### config.mk
export PLATFORM = sky130hd
export DESIGN_NAME = recursive_mutex_fifo_waiters_flat
export DESIGN_NICKNAME = d
export VERILOG_FILES = /design/src/rtl/rmfw_pkg.sv /design/src/rtl/rmfw_req_if.sv /design/src/rtl/rmfw_rsp_if.sv /design/src/rtl/rmfw_ctrl.sv /design/src/rtl/rmfw_dp.sv /design/src/rtl/recursive_mutex_fifo_waiters.sv /design/src/flat_wrapper.sv
export SDC_FILE = /design/constraint.sdc
export NUM_CORES = 1
export LEC_CHECK = 0
export BUFFER_PORTS_ARGS = -buffer_cell sky130_fd_sc_hd__buf_2
export CAP_MARGIN = 20
export CORE_MARGIN = 1.5
export CORE_UTILIZATION = 60
export DETAILED_ROUTE_END_ITERATION = 10
export MAX_ROUTING_LAYER = met4
export PLACE_DENSITY = 0.84
export SLEW_MARGIN = 10
export SYNTH_ARGS = -nofsm -noshare
export SYNTH_HDL_FRONTEND = slang
export SYNTH_SLANG_ARGS = --single-unit
export TNS_END_PERCENT = 30
### constraint.sdc
create_clock -name clk -period 4.4 [get_ports clk]
set_clock_uncertainty 0.15 [all_clocks]
set_input_delay 0.44 -clock clk [delete_from_list [all_inputs] [get_ports clk]]
set_output_delay 0.44 -clock clk [all_outputs]
set_load 0.01 [all_outputs]
### src/rtl/rmfw_pkg.sv
// Shared types, constants and codes for the recursive mutex with a FIFO wait queue.
`timescale 1ns / 1ps

package rmfw_pkg;

	// Default sizes, handed to the top-level parameters
	localparam int THREAD_COUNT_DEF = 16;
	localparam int QUEUE_DEPTH_DEF  = 16;
	localparam int COUNT_BITS_DEF   = 8;

	// Fixed field widths of the request and response words
	localparam int TID_W    = 4;
	localparam int STATUS_W = 4;
	localparam int HOLD_W   = 8;

	// Request operation codes
	localparam logic CMD_ACQUIRE = 1'b0;
	localparam logic CMD_RELEASE = 1'b1;

	// Response status codes
	typedef enum logic [STATUS_W-1:0] {
		ST_GRANTED         = 4'd0,
		ST_REGRANTED       = 4'd1,
		ST_BLOCKED         = 4'd2,
		ST_STILL_HELD      = 4'd3,
		ST_FREED           = 4'd4,
		ST_ALREADY_WAITING = 4'd5,
		ST_NOT_HOLDER      = 4'd6,
		ST_QUEUE_FULL      = 4'd7,
		ST_OVERFLOW        = 4'd8
	} status_t;

	// Controller states
	typedef enum logic {
		S_IDLE,
		S_EXEC
	} state_t;

	// Controller to datapath commands
	typedef struct packed {
		logic capture;
		logic exec;
	} ctl_cmd_t;

	// Datapath to controller status
	typedef struct packed {
		logic out_stall;
	} dp_status_t;

endpackage

### src/rtl/rmfw_req_if.sv
// Request channel: valid/ready handshake carrying one lock operation word.
`timescale 1ns / 1ps

interface rmfw_req_if;
	logic                      valid;
	logic                      ready;
	logic                      cmd;
	logic [rmfw_pkg::TID_W-1:0] thread_id;

	modport source (output valid, output cmd, output thread_id, input ready);
	modport sink   (input valid, input cmd, input thread_id, output ready);
endinterface

### src/rtl/rmfw_rsp_if.sv
// Response channel: valid/ready handshake carrying one lock result word.
`timescale 1ns / 1ps

interface rmfw_rsp_if;
	logic                         valid;
	logic                         ready;
	logic [rmfw_pkg::STATUS_W-1:0] status;
	logic                         wake_valid;
	logic [rmfw_pkg::TID_W-1:0]    wake_thread;
	logic [rmfw_pkg::HOLD_W-1:0]   hold_count;

	modport source (output valid, output status, output wake_valid, output wake_thread,
		output hold_count, input ready);
	modport sink   (input valid, input status, input wake_valid, input wake_thread,
		input hold_count, output ready);
endinterface

### src/rtl/rmfw_ctrl.sv
// Controller state machine: captures a request word, then fires the update step.
`timescale 1ns / 1ps

module rmfw_ctrl (
	input  logic                 clk,
	input  logic                 arst_n,
	input  logic                 in_valid,
	output logic                 in_ready,
	input  rmfw_pkg::dp_status_t dp_status,
	output rmfw_pkg::ctl_cmd_t   ctl_cmd
);

	rmfw_pkg::state_t state_q;
	rmfw_pkg::state_t state_n;

	// Hold state
	always_ff @(posedge clk or negedge arst_n) begin
		if (!arst_n) begin
			state_q <= rmfw_pkg::S_IDLE;
		end else begin
			state_q <= state_n;
		end
	end

	// Advance: take a word, then execute once the output register can load
	always_comb begin
		state_n = state_q;
		case (state_q)
			rmfw_pkg::S_IDLE: begin
				if (in_valid) begin
					state_n = rmfw_pkg::S_EXEC;
				end
			end
			rmfw_pkg::S_EXEC: begin
				if (!dp_status.out_stall) begin
					state_n = rmfw_pkg::S_IDLE;
				end
			end
			default: begin
				state_n = rmfw_pkg::S_IDLE;
			end
		endcase
	end

	// Drive handshake and datapath commands
	always_comb begin
		in_ready        = 1'b0;
		ctl_cmd.capture = 1'b0;
		ctl_cmd.exec    = 1'b0;
		case (state_q)
			rmfw_pkg::S_IDLE: begin
				in_ready        = 1'b1;
				ctl_cmd.capture = in_valid;
			end
			rmfw_pkg::S_EXEC: begin
				ctl_cmd.exec = !dp_status.out_stall;
			end
			default: begin
				in_ready = 1'b0;
			end
		endcase
	end

endmodule

### src/rtl/rmfw_dp.sv
// Datapath: holder registers, waiter queue memory, waiting map and output register.
`timescale 1ns / 1ps

module rmfw_dp #(
	parameter int THREAD_COUNT = rmfw_pkg::THREAD_COUNT_DEF,
	parameter int QUEUE_DEPTH  = rmfw_pkg::QUEUE_DEPTH_DEF,
	parameter int COUNT_BITS   = rmfw_pkg::COUNT_BITS_DEF
) (
	input  logic                          clk,
	input  logic                          arst_n,
	input  rmfw_pkg::ctl_cmd_t            ctl_cmd,
	output rmfw_pkg::dp_status_t          dp_status,
	input  logic                          in_cmd,
	input  logic [rmfw_pkg::TID_W-1:0]    in_thread_id,
	output logic                          out_valid,
	input  logic                          out_ready,
	output logic [rmfw_pkg::STATUS_W-1:0] out_status,
	output logic                          out_wake_valid,
	output logic [rmfw_pkg::TID_W-1:0]    out_wake_thread,
	output logic [rmfw_pkg::HOLD_W-1:0]   out_hold_count
);

	localparam int TID_W   = rmfw_pkg::TID_W;
	localparam int HOLD_W  = rmfw_pkg::HOLD_W;
	localparam int TC_W    = $clog2(THREAD_COUNT + 1);
	localparam int CMP_W   = (TC_W > TID_W) ? TC_W : TID_W;
	localparam int MAP_IW  = $clog2(THREAD_COUNT);
	localparam int QIW     = $clog2(QUEUE_DEPTH);
	localparam int FILL_W  = $clog2(QUEUE_DEPTH + 1);
	localparam int EXT_W   = COUNT_BITS + HOLD_W;

	// Captured request word
	logic             cmd_q;
	logic [TID_W-1:0] tid_q;

	// Lock state
	logic                    holder_valid_q;
	logic [TID_W-1:0]        holder_id_q;
	logic [COUNT_BITS-1:0]   count_q;
	logic [THREAD_COUNT-1:0] waiting_q;
	logic [QIW-1:0]          head_q;
	logic [QIW-1:0]          tail_q;
	logic [FILL_W-1:0]       fill_q;

	// Waiter queue memory and its registered head read
	logic [TID_W-1:0] queue_mem [QUEUE_DEPTH];
	logic [TID_W-1:0] head_rd_q;

	// Output register
	logic                   out_valid_q;
	rmfw_pkg::status_t      status_q;
	logic                   wake_q;
	logic [TID_W-1:0]       wake_tid_q;
	logic [HOLD_W-1:0]      hold_q;

	// Decode and next values
	logic [CMP_W-1:0]      tid_ext;
	logic [CMP_W-1:0]      rd_ext;
	logic [MAP_IW-1:0]     tid_idx;
	logic [MAP_IW-1:0]     rd_idx;
	logic                  tid_ok;
	logic                  is_holder;
	logic                  q_full;
	rmfw_pkg::status_t     st_n;
	logic                  grant;
	logic                  regrant;
	logic                  dec;
	logic                  free;
	logic                  push;
	logic                  pop;
	logic [COUNT_BITS-1:0] count_n;
	logic [EXT_W-1:0]      count_ext;
	logic                  exec;

	assign exec    = ctl_cmd.exec;
	assign tid_ext = CMP_W'(tid_q);
	assign rd_ext  = CMP_W'(head_rd_q);
	assign tid_idx = tid_ext[MAP_IW-1:0];
	assign rd_idx  = rd_ext[MAP_IW-1:0];
	assign tid_ok  = tid_ext < CMP_W'(THREAD_COUNT);
	assign is_holder = holder_valid_q && (holder_id_q == tid_q);
	assign q_full    = fill_q >= FILL_W'(QUEUE_DEPTH);

	// Decide the outcome of the captured request
	always_comb begin
		st_n    = rmfw_pkg::ST_NOT_HOLDER;
		grant   = 1'b0;
		regrant = 1'b0;
		dec     = 1'b0;
		free    = 1'b0;
		push    = 1'b0;
		pop     = 1'b0;
		if (tid_ok) begin
			if (cmd_q == rmfw_pkg::CMD_ACQUIRE) begin
				if (is_holder) begin
					if (&count_q) begin
						st_n = rmfw_pkg::ST_OVERFLOW;
					end else begin
						st_n    = rmfw_pkg::ST_REGRANTED;
						regrant = 1'b1;
					end
				end else if (waiting_q[tid_idx]) begin
					st_n = rmfw_pkg::ST_ALREADY_WAITING;
				end else if (!holder_valid_q) begin
					st_n  = rmfw_pkg::ST_GRANTED;
					grant = 1'b1;
				end else if (q_full) begin
					st_n = rmfw_pkg::ST_QUEUE_FULL;
				end else begin
					st_n = rmfw_pkg::ST_BLOCKED;
					push = 1'b1;
				end
			end else begin
				if (!is_holder) begin
					st_n = rmfw_pkg::ST_NOT_HOLDER;
				end else if (count_q > COUNT_BITS'(1)) begin
					st_n = rmfw_pkg::ST_STILL_HELD;
					dec  = 1'b1;
				end else begin
					st_n = rmfw_pkg::ST_FREED;
					free = 1'b1;
					pop  = (fill_q != '0);
				end
			end
		end
	end

	// Next repeat count
	always_comb begin
		count_n = count_q;
		if (grant) begin
			count_n = COUNT_BITS'(1);
		end else if (regrant) begin
			count_n = count_q + COUNT_BITS'(1);
		end else if (dec) begin
			count_n = count_q - COUNT_BITS'(1);
		end else if (free) begin
			count_n = '0;
		end
	end

	assign count_ext = EXT_W'(count_n);

	// Capture the request word
	always_ff @(posedge clk) begin
		if (ctl_cmd.capture) begin
			cmd_q <= in_cmd;
			tid_q <= in_thread_id;
		end
	end

	// Update holder, count, queue pointers and waiting map
	always_ff @(posedge clk or negedge arst_n) begin
		if (!arst_n) begin
			holder_valid_q <= 1'b0;
			holder_id_q    <= '0;
			count_q        <= '0;
			waiting_q      <= '0;
			head_q         <= '0;
			tail_q         <= '0;
			fill_q         <= '0;
		end else if (exec) begin
			count_q <= count_n;
			if (grant) begin
				holder_valid_q <= 1'b1;
				holder_id_q    <= tid_q;
			end else if (free) begin
				holder_valid_q <= 1'b0;
				holder_id_q    <= '0;
			end
			if (push) begin
				waiting_q[tid_idx] <= 1'b1;
				tail_q <= (tail_q == QIW'(QUEUE_DEPTH - 1)) ? '0 : tail_q + QIW'(1);
				fill_q <= fill_q + FILL_W'(1);
			end else if (pop) begin
				waiting_q[rd_idx] <= 1'b0;
				head_q <= (head_q == QIW'(QUEUE_DEPTH - 1)) ? '0 : head_q + QIW'(1);
				fill_q <= fill_q - FILL_W'(1);
			end
		end
	end

	// Write the tail, read the head every cycle
	always_ff @(posedge clk) begin
		if (exec && push) begin
			queue_mem[tail_q] <= tid_q;
		end
		head_rd_q <= queue_mem[head_q];
	end

	// Hold the response word until it is taken
	always_ff @(posedge clk or negedge arst_n) begin
		if (!arst_n) begin
			out_valid_q <= 1'b0;
		end else if (exec) begin
			out_valid_q <= 1'b1;
		end else if (out_ready) begin
			out_valid_q <= 1'b0;
		end
	end

	always_ff @(posedge clk) begin
		if (exec) begin
			status_q   <= st_n;
			wake_q     <= pop;
			wake_tid_q <= pop ? head_rd_q : '0;
			hold_q     <= count_ext[HOLD_W-1:0];
		end
	end

	assign dp_status.out_stall = out_valid_q && !out_ready;
	assign out_valid       = out_valid_q;
	assign out_status      = status_q;
	assign out_wake_valid  = wake_q;
	assign out_wake_thread = wake_tid_q;
	assign out_hold_count  = hold_q;

`ifndef SYNTHESIS
	// Queue fill never passes the depth
	a_fill_bound: assert property (@(posedge clk) disable iff (!arst_n)
		fill_q <= FILL_W'(QUEUE_DEPTH))
		else $error("waiter queue fill beyond depth");

	// Every queued thread has exactly one waiting bit
	a_map_fill: assert property (@(posedge clk) disable iff (!arst_n)
		$countones(waiting_q) == int'(fill_q))
		else $error("waiting map out of step with queue fill");

	// A held lock has a nonzero count, a free lock a zero count
	a_count_holder: assert property (@(posedge clk) disable iff (!arst_n)
		holder_valid_q == (count_q != '0))
		else $error("repeat count disagrees with holder state");

	// A wake only comes with a freeing release
	a_wake_freed: assert property (@(posedge clk) disable iff (!arst_n)
		(out_valid_q && wake_q) |-> (status_q == rmfw_pkg::ST_FREED))
		else $error("wake reported without lock free");
`endif

endmodule

### src/rtl/recursive_mutex_fifo_waiters.sv
// Top level of the recursive mutex with a FIFO wait queue.
`timescale 1ns / 1ps

// Recursive mutex with a FIFO of waiting threads. Each request word (acquire or
// release by a thread id) gives exactly one response word with status, an optional
// woken thread and the holder's repeat count. A request is first captured, then the
// holder registers, the queue pointers and the waiting map are updated in a single
// step; the update waits while the output register still holds a word that has not
// been taken, and a new request is taken while that word waits. Waiting thread ids
// live in a QUEUE_DEPTH-entry memory whose head entry is read into a register every
// cycle, so a freeing release takes its waiter straight from that register. A woken
// thread must issue acquire again to take the lock.
module recursive_mutex_fifo_waiters #(
	parameter int THREAD_COUNT = rmfw_pkg::THREAD_COUNT_DEF,
	parameter int QUEUE_DEPTH  = rmfw_pkg::QUEUE_DEPTH_DEF,
	parameter int COUNT_BITS   = rmfw_pkg::COUNT_BITS_DEF
) (
	input logic          clk,
	input logic          arst_n,
	rmfw_req_if.sink     req,
	rmfw_rsp_if.source   rsp
);

	rmfw_pkg::ctl_cmd_t   ctl_cmd;
	rmfw_pkg::dp_status_t dp_status;

	rmfw_ctrl u_ctrl (
		.clk       (clk),
		.arst_n    (arst_n),
		.in_valid  (req.valid),
		.in_ready  (req.ready),
		.dp_status (dp_status),
		.ctl_cmd   (ctl_cmd)
	);

	rmfw_dp #(
		.THREAD_COUNT (THREAD_COUNT),
		.QUEUE_DEPTH  (QUEUE_DEPTH),
		.COUNT_BITS   (COUNT_BITS)
	) u_dp (
		.clk             (clk),
		.arst_n          (arst_n),
		.ctl_cmd         (ctl_cmd),
		.dp_status       (dp_status),
		.in_cmd          (req.cmd),
		.in_thread_id    (req.thread_id),
		.out_valid       (rsp.valid),
		.out_ready       (rsp.ready),
		.out_status      (rsp.status),
		.out_wake_valid  (rsp.wake_valid),
		.out_wake_thread (rsp.wake_thread),
		.out_hold_count  (rsp.hold_count)
	);

endmodule

### src/flat_wrapper.sv
// flat-port wrapper written by rule: the top's interface ports become plain ports
module recursive_mutex_fifo_waiters_flat 
#(
	parameter int THREAD_COUNT = rmfw_pkg::THREAD_COUNT_DEF,
	parameter int QUEUE_DEPTH  = rmfw_pkg::QUEUE_DEPTH_DEF,
	parameter int COUNT_BITS   = rmfw_pkg::COUNT_BITS_DEF
)
  (clk, arst_n, req_valid, req_cmd, req_thread_id, req_ready, rsp_valid, rsp_status, rsp_wake_valid, rsp_wake_thread, rsp_hold_count, rsp_ready);
  rmfw_req_if req_i ();
  rmfw_rsp_if rsp_i ();
  input logic clk;
  input logic arst_n;
  input wire logic [$bits(req_i.valid)-1:0] req_valid;
  input wire logic [$bits(req_i.cmd)-1:0] req_cmd;
  input wire logic [$bits(req_i.thread_id)-1:0] req_thread_id;
  output wire logic [$bits(req_i.ready)-1:0] req_ready;
  output wire logic [$bits(rsp_i.valid)-1:0] rsp_valid;
  output wire logic [$bits(rsp_i.status)-1:0] rsp_status;
  output wire logic [$bits(rsp_i.wake_valid)-1:0] rsp_wake_valid;
  output wire logic [$bits(rsp_i.wake_thread)-1:0] rsp_wake_thread;
  output wire logic [$bits(rsp_i.hold_count)-1:0] rsp_hold_count;
  input wire logic [$bits(rsp_i.ready)-1:0] rsp_ready;
  assign req_i.valid = req_valid;
  assign req_i.cmd = req_cmd;
  assign req_i.thread_id = req_thread_id;
  assign req_ready = req_i.ready;
  assign rsp_valid = rsp_i.valid;
  assign rsp_status = rsp_i.status;
  assign rsp_wake_valid = rsp_i.wake_valid;
  assign rsp_wake_thread = rsp_i.wake_thread;
  assign rsp_hold_count = rsp_i.hold_count;
  assign rsp_i.ready = rsp_ready;
  recursive_mutex_fifo_waiters #(.THREAD_COUNT(THREAD_COUNT), .QUEUE_DEPTH(QUEUE_DEPTH), .COUNT_BITS(COUNT_BITS)) u_core (.clk(clk), .arst_n(arst_n), .req(req_i), .rsp(rsp_i));
endmodule
# Word-level counts from Yosys, hierarchy flattened
# Memory sizes are Yosys's and may differ from the RTL's. A register that Yosys moved wholly into a read port is not among the register bits.
# Cells that the tools add are included.
# totals
reg_bits,66
ramBits,64
out_inout_bits,19
wordCells,118
memories,1
# mem_list
name,words,word_bits,read_ports,rd_clocked_by_memory_dff,write_ports,line,source
u_core.u_dp.queue_mem,16,4,1,1,1,rmfw_dp.sv:46,logic [TID_W-1:0] queue_mem [QUEUE_DEPTH];
# op_classes
n_addsub,6
n_lt_le_gt_ge,7
n_eq_ne,3
n_mux,65
n_bitwise,5
reduce_logical,16
# op_table
op,n
$mux 1,41
$mux 16,2
$mux 8,4
$mux 4,7
$and 16x16->16,1
$not 16->16,1
$or 16x16->16,1
$lt 4x5->1 const B,3
$mux 3,5
$mux 5,2
$add 4x1->4 const B,2
$add 8x1->8 const B,1
$demux 1 s4,2
$eq 4x4->1 const B,2
$ge 4x1->1 const B,2
$gt 8x1->1 const B,1
$reduce_and 8->1,1
$sub 8x1->8 const B,1
$reduce_and 2->1,3
$reduce_bool 2->1,3
$add 5x1->5 const B,1
$ge 5x5->1 const B,1
$logic_and 1x1->1,5
$reduce_bool 5->1,1
7 further kinds,9

# Depth between registers and ports, before layout
# Gate-level depths: netlist of run 1.
# depth
ltp_word,10
mapped_depth,14
ltp_nobuf,11

# By module
# A second synthesis of run 1 with hierarchy kept.
# hier_totals
hier_cells,476
area_unflattened_um2,6190.9
# modules_own_cells
module,instances,cells_each,area_per_inst_um2,seq_area_each_um2
rmfw_dp,1,471,6133.4,3738.6
rmfw_ctrl,1,5,57.6,25.0

# Worst setup path after synthesis of run 1
# Ideal clock, no wire load.
# synth_timing
path_kind,register -> register
startpoint,reg u_core.u_dp.tid_q[1] (netlist: u_core.u_dp.tid_idx[1])
endpoint,reg u_core.u_dp.fill_q[3]
arrival_time_ps,3014
required_ps,4124
path_slack_ps,1110
path_stages_with_launch,13
period_less_slack_ps,3290
path_cell_list,edfxtp_1 buf_4 mux4_2 mux2i_4 mux2i_4 nor2_1 nand2_1 ha_1 a21o_1 a21oi_1 xor2_1 nor2_1 a311o_1
# synth_between
elab_chain_len,8
word_cells_on_any_way,15
cone_classes,order compare: 1; eq/ne: 1; mux: 10; reduce/logical: 3
# synth_rtl
element,line,source
"start, declared",rmfw_dp.sv:34,logic [TID_W-1:0] tid_q;
"start signal, assigned",rmfw_dp.sv:148,tid_q <= in_thread_id;
$bmux 1 s4,rmfw_dp.sv:102,end else if (waiting_q[tid_idx]) begin
$mux 1 (not written as such),rmfw_dp.sv:102,
$mux 1,rmfw_dp.sv:102,
$mux 1,rmfw_dp.sv:95,if (is_holder) begin
$mux 1,rmfw_dp.sv:94,if (cmd_q == rmfw_pkg::CMD_ACQUIRE) begin
$mux 1,rmfw_dp.sv:93,if (tid_ok) begin
$reduce_bool 2->1 (no line),n/a,
$reduce_and 2->1 (no line),n/a,
"end signal, assigned",rmfw_dp.sv:174,fill_q <= fill_q + FILL_W'(1);
"end signal, assigned",rmfw_dp.sv:178,fill_q <= fill_q - FILL_W'(1);
"end, declared",rmfw_dp.sv:43,logic [FILL_W-1:0] fill_q;
# Parallel ways exist; a longest one is shown, timed or not. The select of a mux whose other input is x is not followed.
# A chain may end at the register's enable or synchronous reset.

# Worst setup path after layout of run 1
# layout_timing
startpoint,reg u_core.u_dp.tid_q[2] (netlist: u_core.u_dp.tid_idx[2])
endpoint,reg u_core.u_dp.fill_q[3]
# Same word-level chain as after synthesis.

==> impl_metrics.ini, run 1 <==
[final_layout]
layout-drive-gt1-share_pct = 17.1
areaGrowthSynthToFinish_pct = 14.1
fillers = 710
multiInputGateArea_sq_mm = 0.00257
final-seq-area_sq_mm = 0.00376
antenna_cells = 0
nNetsFinal = 565

[synth]
yosys_register_bits = 134
synth_edf_count = 86
syn_nets = 538
postSynthCellCount = 517
yosys_warnings = 0
synthTopCellsByCount = edfxtp_1, dfrtp_1, nand2_1
synth_top_area_share_pct = 39.2
async_flop_share_pct = 32.8
synth_area_leader_cell = edfxtp_1
yosysMostFrequentCell = edfxtp_1
synth-main-ff-cell = edfxtp_1
ys_seq_area_share_pct = 57.1
synth.distinct_cells = 80
syn_area_per_cell_sq_um = 12.8
synth_area_leaders = edfxtp_1, dfrtp_1, mux4_2
syn_area_sq_mm = 0.00659

[critical_path]
max_stage_delay_ns = 0.65
crit_arrival_ns = 3.90
critPathTopFamily = simple AND/OR/NAND/NOR gates
critPathMostFrequentCell = nor2_1
crit_buf_inv = 0
rr_worst_depth = 11
cp.depth = 11
reg2reg_from = u_core.u_dp.tid_idx[2]$_DFFE_PP_
endpoint_kind = register
crit_type = register to register
rr_endpoint = u_core.u_dp.fill_q[3]$_DFFE_PN0P_
slowest_stage = edfxtp_1
r2r_slack_ns = 0.76
cp.required_ns = 4.67
startpoint_type = register
path_max_fanout = 18
crit_path_cell_trace = xnor2_1 -> nand3_1 -> nor2_1 -> nor2_1 -> nand2_1 -> ha_1 -> a21o_1 -> a21oi_1 -> xor2_1 -> nor2_1 -> a311o_1

[power]
ir_worst_vdd_v = 0.000393
p_per_area_mw_per_mm2 = 603
leakage_uw = 0.00278
power.total_uw = 4530

[sta]
drv_slew = 0
setup_viol = 0
finalHoldViolCount = 0
period_needed_ns = 3.64
tns_ns = 0
rsz0062_at_grt = false
fmaxAchievable_mhz = 275
relSlewSlack_pct = 31.1
tightest_slew_ns = 1.02
fin_crit_sh_pct = 82.6

[clocking]
cts.clk_slew.worst_paths_ns = 0.06
insertion_delay_ns = 0.54
cts_root_buf = clkbuf_8
cts-buffers-inserted = 17
clock-sinks = 134
cts.repair.resized = 0
cts_tree = yes
cts_max_level = 4
cts_buffer_depth = 2

[die]
start_util_pct = 61.1
die_x_um = 108
dieHeight_um = 108
dieArea_sq_mm = 0.0116
rows = 38
ios = 28
core_sq_mm = 0.0108

[grt]
antenna_found_initial = 0
grt_max_degree = 45
grt_overflow = 0
grt_pass1_vias = 4487
track_usage_pct = 29.0
grt_pass1_wl_um = 24200

[worst_hold_path]
hp-class = input port to register
min_path_cells = 3
hold_start = rsp_ready
min_to = u_core.u_dp.out_valid$_DFFE_PN0P_

[placement]
io_buffer_count = 27
hpwl_um = 9430
place.gp.congestion = 0.886

[routing]
viasPerCell = 6.62
vias = 4615
wirelength_um = 14900
wl_per_cell_um = 21.4
drtPass1Iterations = 5
antenna_left = 0
drt_iter0_drc = 606
route.detailed.drc = 0

[flow_run]
drv_cap = 0

[outcome]
status = finished, final reports clean
==> layout by cell type, fill, tap and decap left out, types with 10 or more instances in the layout <==
master,instances
mux2i_1,20
a31oi_1,18
ha_1,11
mux4_2,10
edfxtp_1,86
a21oi_1,16
nand3_1,12
nand2_1,32
dfrtp_1,44
o21ai_0,11
o21a_1,10
buf_2,27
clkbuf_16,16
inv_1,18
xnor2_1,11
nor2_1,22
==> kinds of logic after synthesis <==
group / synth area share, %
buffers and inverters: 3.87
and+or+nand+nor: 12.1
AOI/OAI and AO/OA: 14.5
xor gates and xnor gates: 1.84
muxes: 8.27
DFF: 57.1
adders and majority gates: 2.39
==> worst max path at each step <==
stage / start / endpoint / slack [ns]
2_1_floorplan: u_core.u_dp.tid_idx[1]$_DFFE_PP_ / u_core.u_dp.fill_q[3]$_DFFE_PN0P_ / 1.11
3_3_place_gp: u_core.u_dp.tid_idx[3]$_DFFE_PP_ / u_core.u_dp.fill_q[3]$_DFFE_PN0P_ / 1.03
3_5_place_dp: u_core.u_dp.tid_idx[2]$_DFFE_PP_ / u_core.u_dp.fill_q[3]$_DFFE_PN0P_ / 0.89
4_1_cts: u_core.u_dp.tid_idx[2]$_DFFE_PP_ / u_core.u_dp.fill_q[3]$_DFFE_PN0P_ / 0.82
5_1_grt: u_core.u_dp.tid_idx[2]$_DFFE_PP_ / u_core.u_dp.fill_q[3]$_DFFE_PN0P_ / 0.48
6_report: u_core.u_dp.tid_idx[2]$_DFFE_PP_ / u_core.u_dp.fill_q[3]$_DFFE_PN0P_ / 0.76
==> repair_timing <==
action / in CTS / in global routing
setup endpoints to repair: 0 / 0
hold endpoints to repair: 48 / 0
hold buffers: 7 / 0
buffers inserted: 0 / 0
==> tightest hold or removal path: stages <==
cell	delay, ns
buf_2	0.08
nand2b_1	0.20
nand2_1	0.09
==> power by group <==
group | switching [uW] | total [uW] | internal (uW)
clock | 510 | 1590 | 1080
combinational | 679 | 1130 | 448
sequential | 233 | 1810 | 1580
total | 1420 | 4530 | 3110
==> through the flow <==
step / worst slack, ns / instances / utilization (%) / area (sq um) / hold slack [ns]
6_report: 0.764 / 697 / 69.7 / 7520 / 0.159
5_1_grt: 0.484 / 697 / 69.7 / 7520 / 0.184
4_1_cts: 0.822 / 696 / 69.5 / 7500 / 0.129
3_5_place_dp: 0.885 / 657 / 62.8 / 6780 / 0.357
3_3_place_gp: 1.03 / 657 / 62.8 / 6780 / 0.347
2_1_floorplan: 1.11 / 517 / - / 6590 / -0.00559
==> metal layers <==
| layer | GRT usage (%) | vias to the layer above | wire [um] |
|---|---|---|---|
| met2 | 43.9 | 257 | 7190 |
| met1 | 38.8 | 2252 | 6280 |
| li1 | - | 2071 | - |
| met5 | - | - | 0 |
| met3 | 6.42 | 35 | 1120 |
| met4 | 11.0 | 0 | 337 |
==> cell type report <==
| class | count | area share, % |
|---|---|---|
| repair buffers | 43 | 3.79 |
| multi-input cells | 330 | 34.2 |
| inverters | 18 | 0.898 |
| clock buffers | 20 | 5.66 |
| well taps | 140 | 2.33 |
| flip-flops and latches | 134 | 50.0 |
| clock inverters | 12 | 3.06 |
==> registers in the layout (all words and copies together), names as in the netlist, 4 cells and up <==
register,cells
u_core.u_dp.queue_mem,64
u_core.u_dp.out_wake_thread,4
u_core.u_dp.head_rd_q,4
u_core.u_dp.head_q,4
u_core.u_dp.out_status,4
u_core.u_dp.out_hold_count,8
u_core.u_dp.tid_idx,4
u_core.u_dp.tail_q,4
u_core.u_dp.count_q,8
u_core.u_dp.waiting_q,16
u_core.u_dp.holder_id_q,4
u_core.u_dp.fill_q,5
(Power assumes the default switching activity.)
==> run 2: changes to the inputs <==
==> constraint.sdc (replaced) <==
create_clock -name clk -period 3.6 [get_ports clk]
set_clock_uncertainty 0.15 [all_clocks]
set_input_delay 0.36 -clock clk [delete_from_list [all_inputs] [get_ports clk]]
set_output_delay 0.36 -clock clk [all_outputs]
set_load 0.01 [all_outputs]
==> run 2 against run 1 <==
First-iteration DRC count down 6.4%; critical path type unchanged; largest cell class unchanged; global-route usage down 0.60 points; clock power up 29%.
==> impl_metrics.ini, run 2 (synthesis gave the netlist of run 1 again) <==
[power]
comb_power_share_pct = 25.1
p_per_area_mw_per_mm2 = 742
ir_worst_vdd_v = 0.000563
switching_share_pct = 31.1
seqPwrFrac_pct = 38.9
clkPwrFrac_pct = 36.0
leakage_uw = 0.00287
internal_power_uw = 3920
p_sw_uw = 1770

[clocking]
cts.clk_slew.worst_paths_ns = 0.06
clock-sinks = 134
cts.repair.resized = 0
insertion_delay_ns = 0.54
cts_max_level = 4
cts_root_buf = clkbuf_8
cts_tree = yes
cts_buffer_depth = 2
cts-buffers-inserted = 17

[routing]
viasPerCell = 6.57
drtPass1Iterations = 5
vias = 4669
wirelength_um = 15000
route.detailed.drc = 0
drt_iter0_drc = 567
antenna_left = 0
wl_per_cell_um = 21.1

[grt]
grt_overflow = 0
grt_pass1_vias = 4469
grt_max_degree = 45
grt_pass1_wl_um = 23600
antenna_found_initial = 0
track_usage_pct = 28.4

[sta]
tightest_slew_ns = 0.765
fin_crit_sh_pct = 94.1
rsz0062_at_grt = false
finalHoldViolCount = 0
drv_slew = 0
period_needed_ns = 3.39
relSlewSlack_pct = 49.0
hold_ws_ns = 0.0946
tns_ns = 0
setup_viol = 0
fmaxAchievable_mhz = 295

[final_layout]
areaGrowthSynthToFinish_pct = 16.4
largest_reg_flops = 64
layout-drive-gt1-share_pct = 19.8
nNetsFinal = 579
regMostFlops = u_core.u_dp.queue_mem
mostFrequentLayoutCell = edfxtp_1
final_cell_mix = edfxtp_1, dfrtp_1, nand2_1
antenna_cells = 0
largest_registers = u_core.u_dp.queue_mem x64, u_core.u_dp.waiting_q x16

[flow_run]
drv_cap = 0

[critical_path]
crit_arrival_ns = 3.66
endpoint_kind = register
startpoint_type = register
path_max_fanout = 6
cp.required_ns = 3.87
crit_type = register to register

[die]
die_x_um = 108
core_sq_mm = 0.0108
start_util_pct = 61.1
rows = 38
dieHeight_um = 108
dieArea_sq_mm = 0.0116
ios = 28

[worst_hold_path]
hp-class = input port to async pin

[placement]
hpwl_um = 9840
place.gp.congestion = 0.898
io_buffer_count = 27

[outcome]
status = finished, final reports clean
run 2: cell types whose count changed in the layout (fill, tap and decap cells not counted), sizes merged:
| cell | before | now |
|---|---|---|
| buf | 36 | 49 |
| bufinv | 7 | 8 |
| clkbuf | 20 | 19 |
| dlygate4sd3 | 7 | 8 |
run 2: final cells by class:
cell class	instances	area (sq um)
inverter	18	67.6
tap	140	175
multi-input combinational	330	2570
timing repair buffer	57	393
sequential	134	3760
fill	697	3120
clock buffer	19	422
clock inverter	13	277
run 2: repair_timing:
item / in CTS / in global routing
endpoints found under the setup margin: 0 / 1
hold endpoints to repair: 51 / 0
hold buffers: 8 / 0
setup buffers: 0 / 3
run 2: final timing paths:
| path | startpoint | endpoint | slack [ns] | cells after the start |
|---|---|---|---|---|
| worst max register to register | u_core.u_dp.tid_idx[1]$_DFFE_PP_ | u_core.u_dp.fill_q[3]$_DFFE_PN0P_ | 0.21 | 11 |
| worst min-delay path | arst_n | u_core.u_dp.waiting_q[4]$_DFFE_PN0P_ | 0.09 | 2 |
| worst min register to register | u_core.u_dp.waiting_q[10]$_DFFE_PN0P_ | u_core.u_dp.waiting_q[10]$_DFFE_PN0P_ | 0.36 | 1 |
| worst max-delay path | u_core.u_dp.tid_idx[1]$_DFFE_PP_ | u_core.u_dp.fill_q[3]$_DFFE_PN0P_ | 0.21 | 11 |
| min in group clk | u_core.u_dp.waiting_q[10]$_DFFE_PN0P_ | u_core.u_dp.waiting_q[10]$_DFFE_PN0P_ | 0.36 | 1 |
| max in group asynchronous | arst_n | u_core.u_dp.tail_q[0]$_DFFE_PN0P_ | 2.72 | 3 |
run 2: critical path, stage by stage (launching register included):
cell	delay [ns]
edfxtp_1	0.48
mux4_1	0.66
mux2i_4	0.22
mux2i_4	0.16
nor2_1	0.18
nand2_1	0.15
ha_1	0.32
a21o_1	0.18
a21oi_1	0.17
xor2_1	0.22
nor2_1	0.06
a311o_1	0.32
run 2: per-layer routing:
layer,part of all wire (%),global-route usage [%],vias to the layer above
li1,-,-,2095
met1,41,38.3,2292
met2,49,42.5,256
met3,8.6,7.32,26
met4,1.7,9.40,0
met5,0,-,-
run 2: metrics by stage:
stage / setup slack, ns / area [sq um] / total power [uW] / cells / util, %
floorplan: 0.310 / 6590 / 3190 / 517 / -
global placement: 0.342 / 6850 / 3530 / 667 / 63.5
detailed placement: 0.230 / 6850 / 3600 / 667 / 63.5
CTS: 0.171 / 7630 / 5680 / 707 / 70.7
global route: 0.0308 / 7670 / 5920 / 711 / 71.1
finish: 0.211 / 7670 / 5690 / 711 / 71.1
run 2: power by group through the flow:
stage	Combinational, uW	Sequential (uW)	Clock, uW
6_report	1430	2210	2050
3_3_place_gp	1320	2210	0
4_1_cts	1400	2210	2070
3_5_place_dp	1370	2230	0
5_1_grt	1550	2240	2130
2_1_floorplan	1050	2140	0
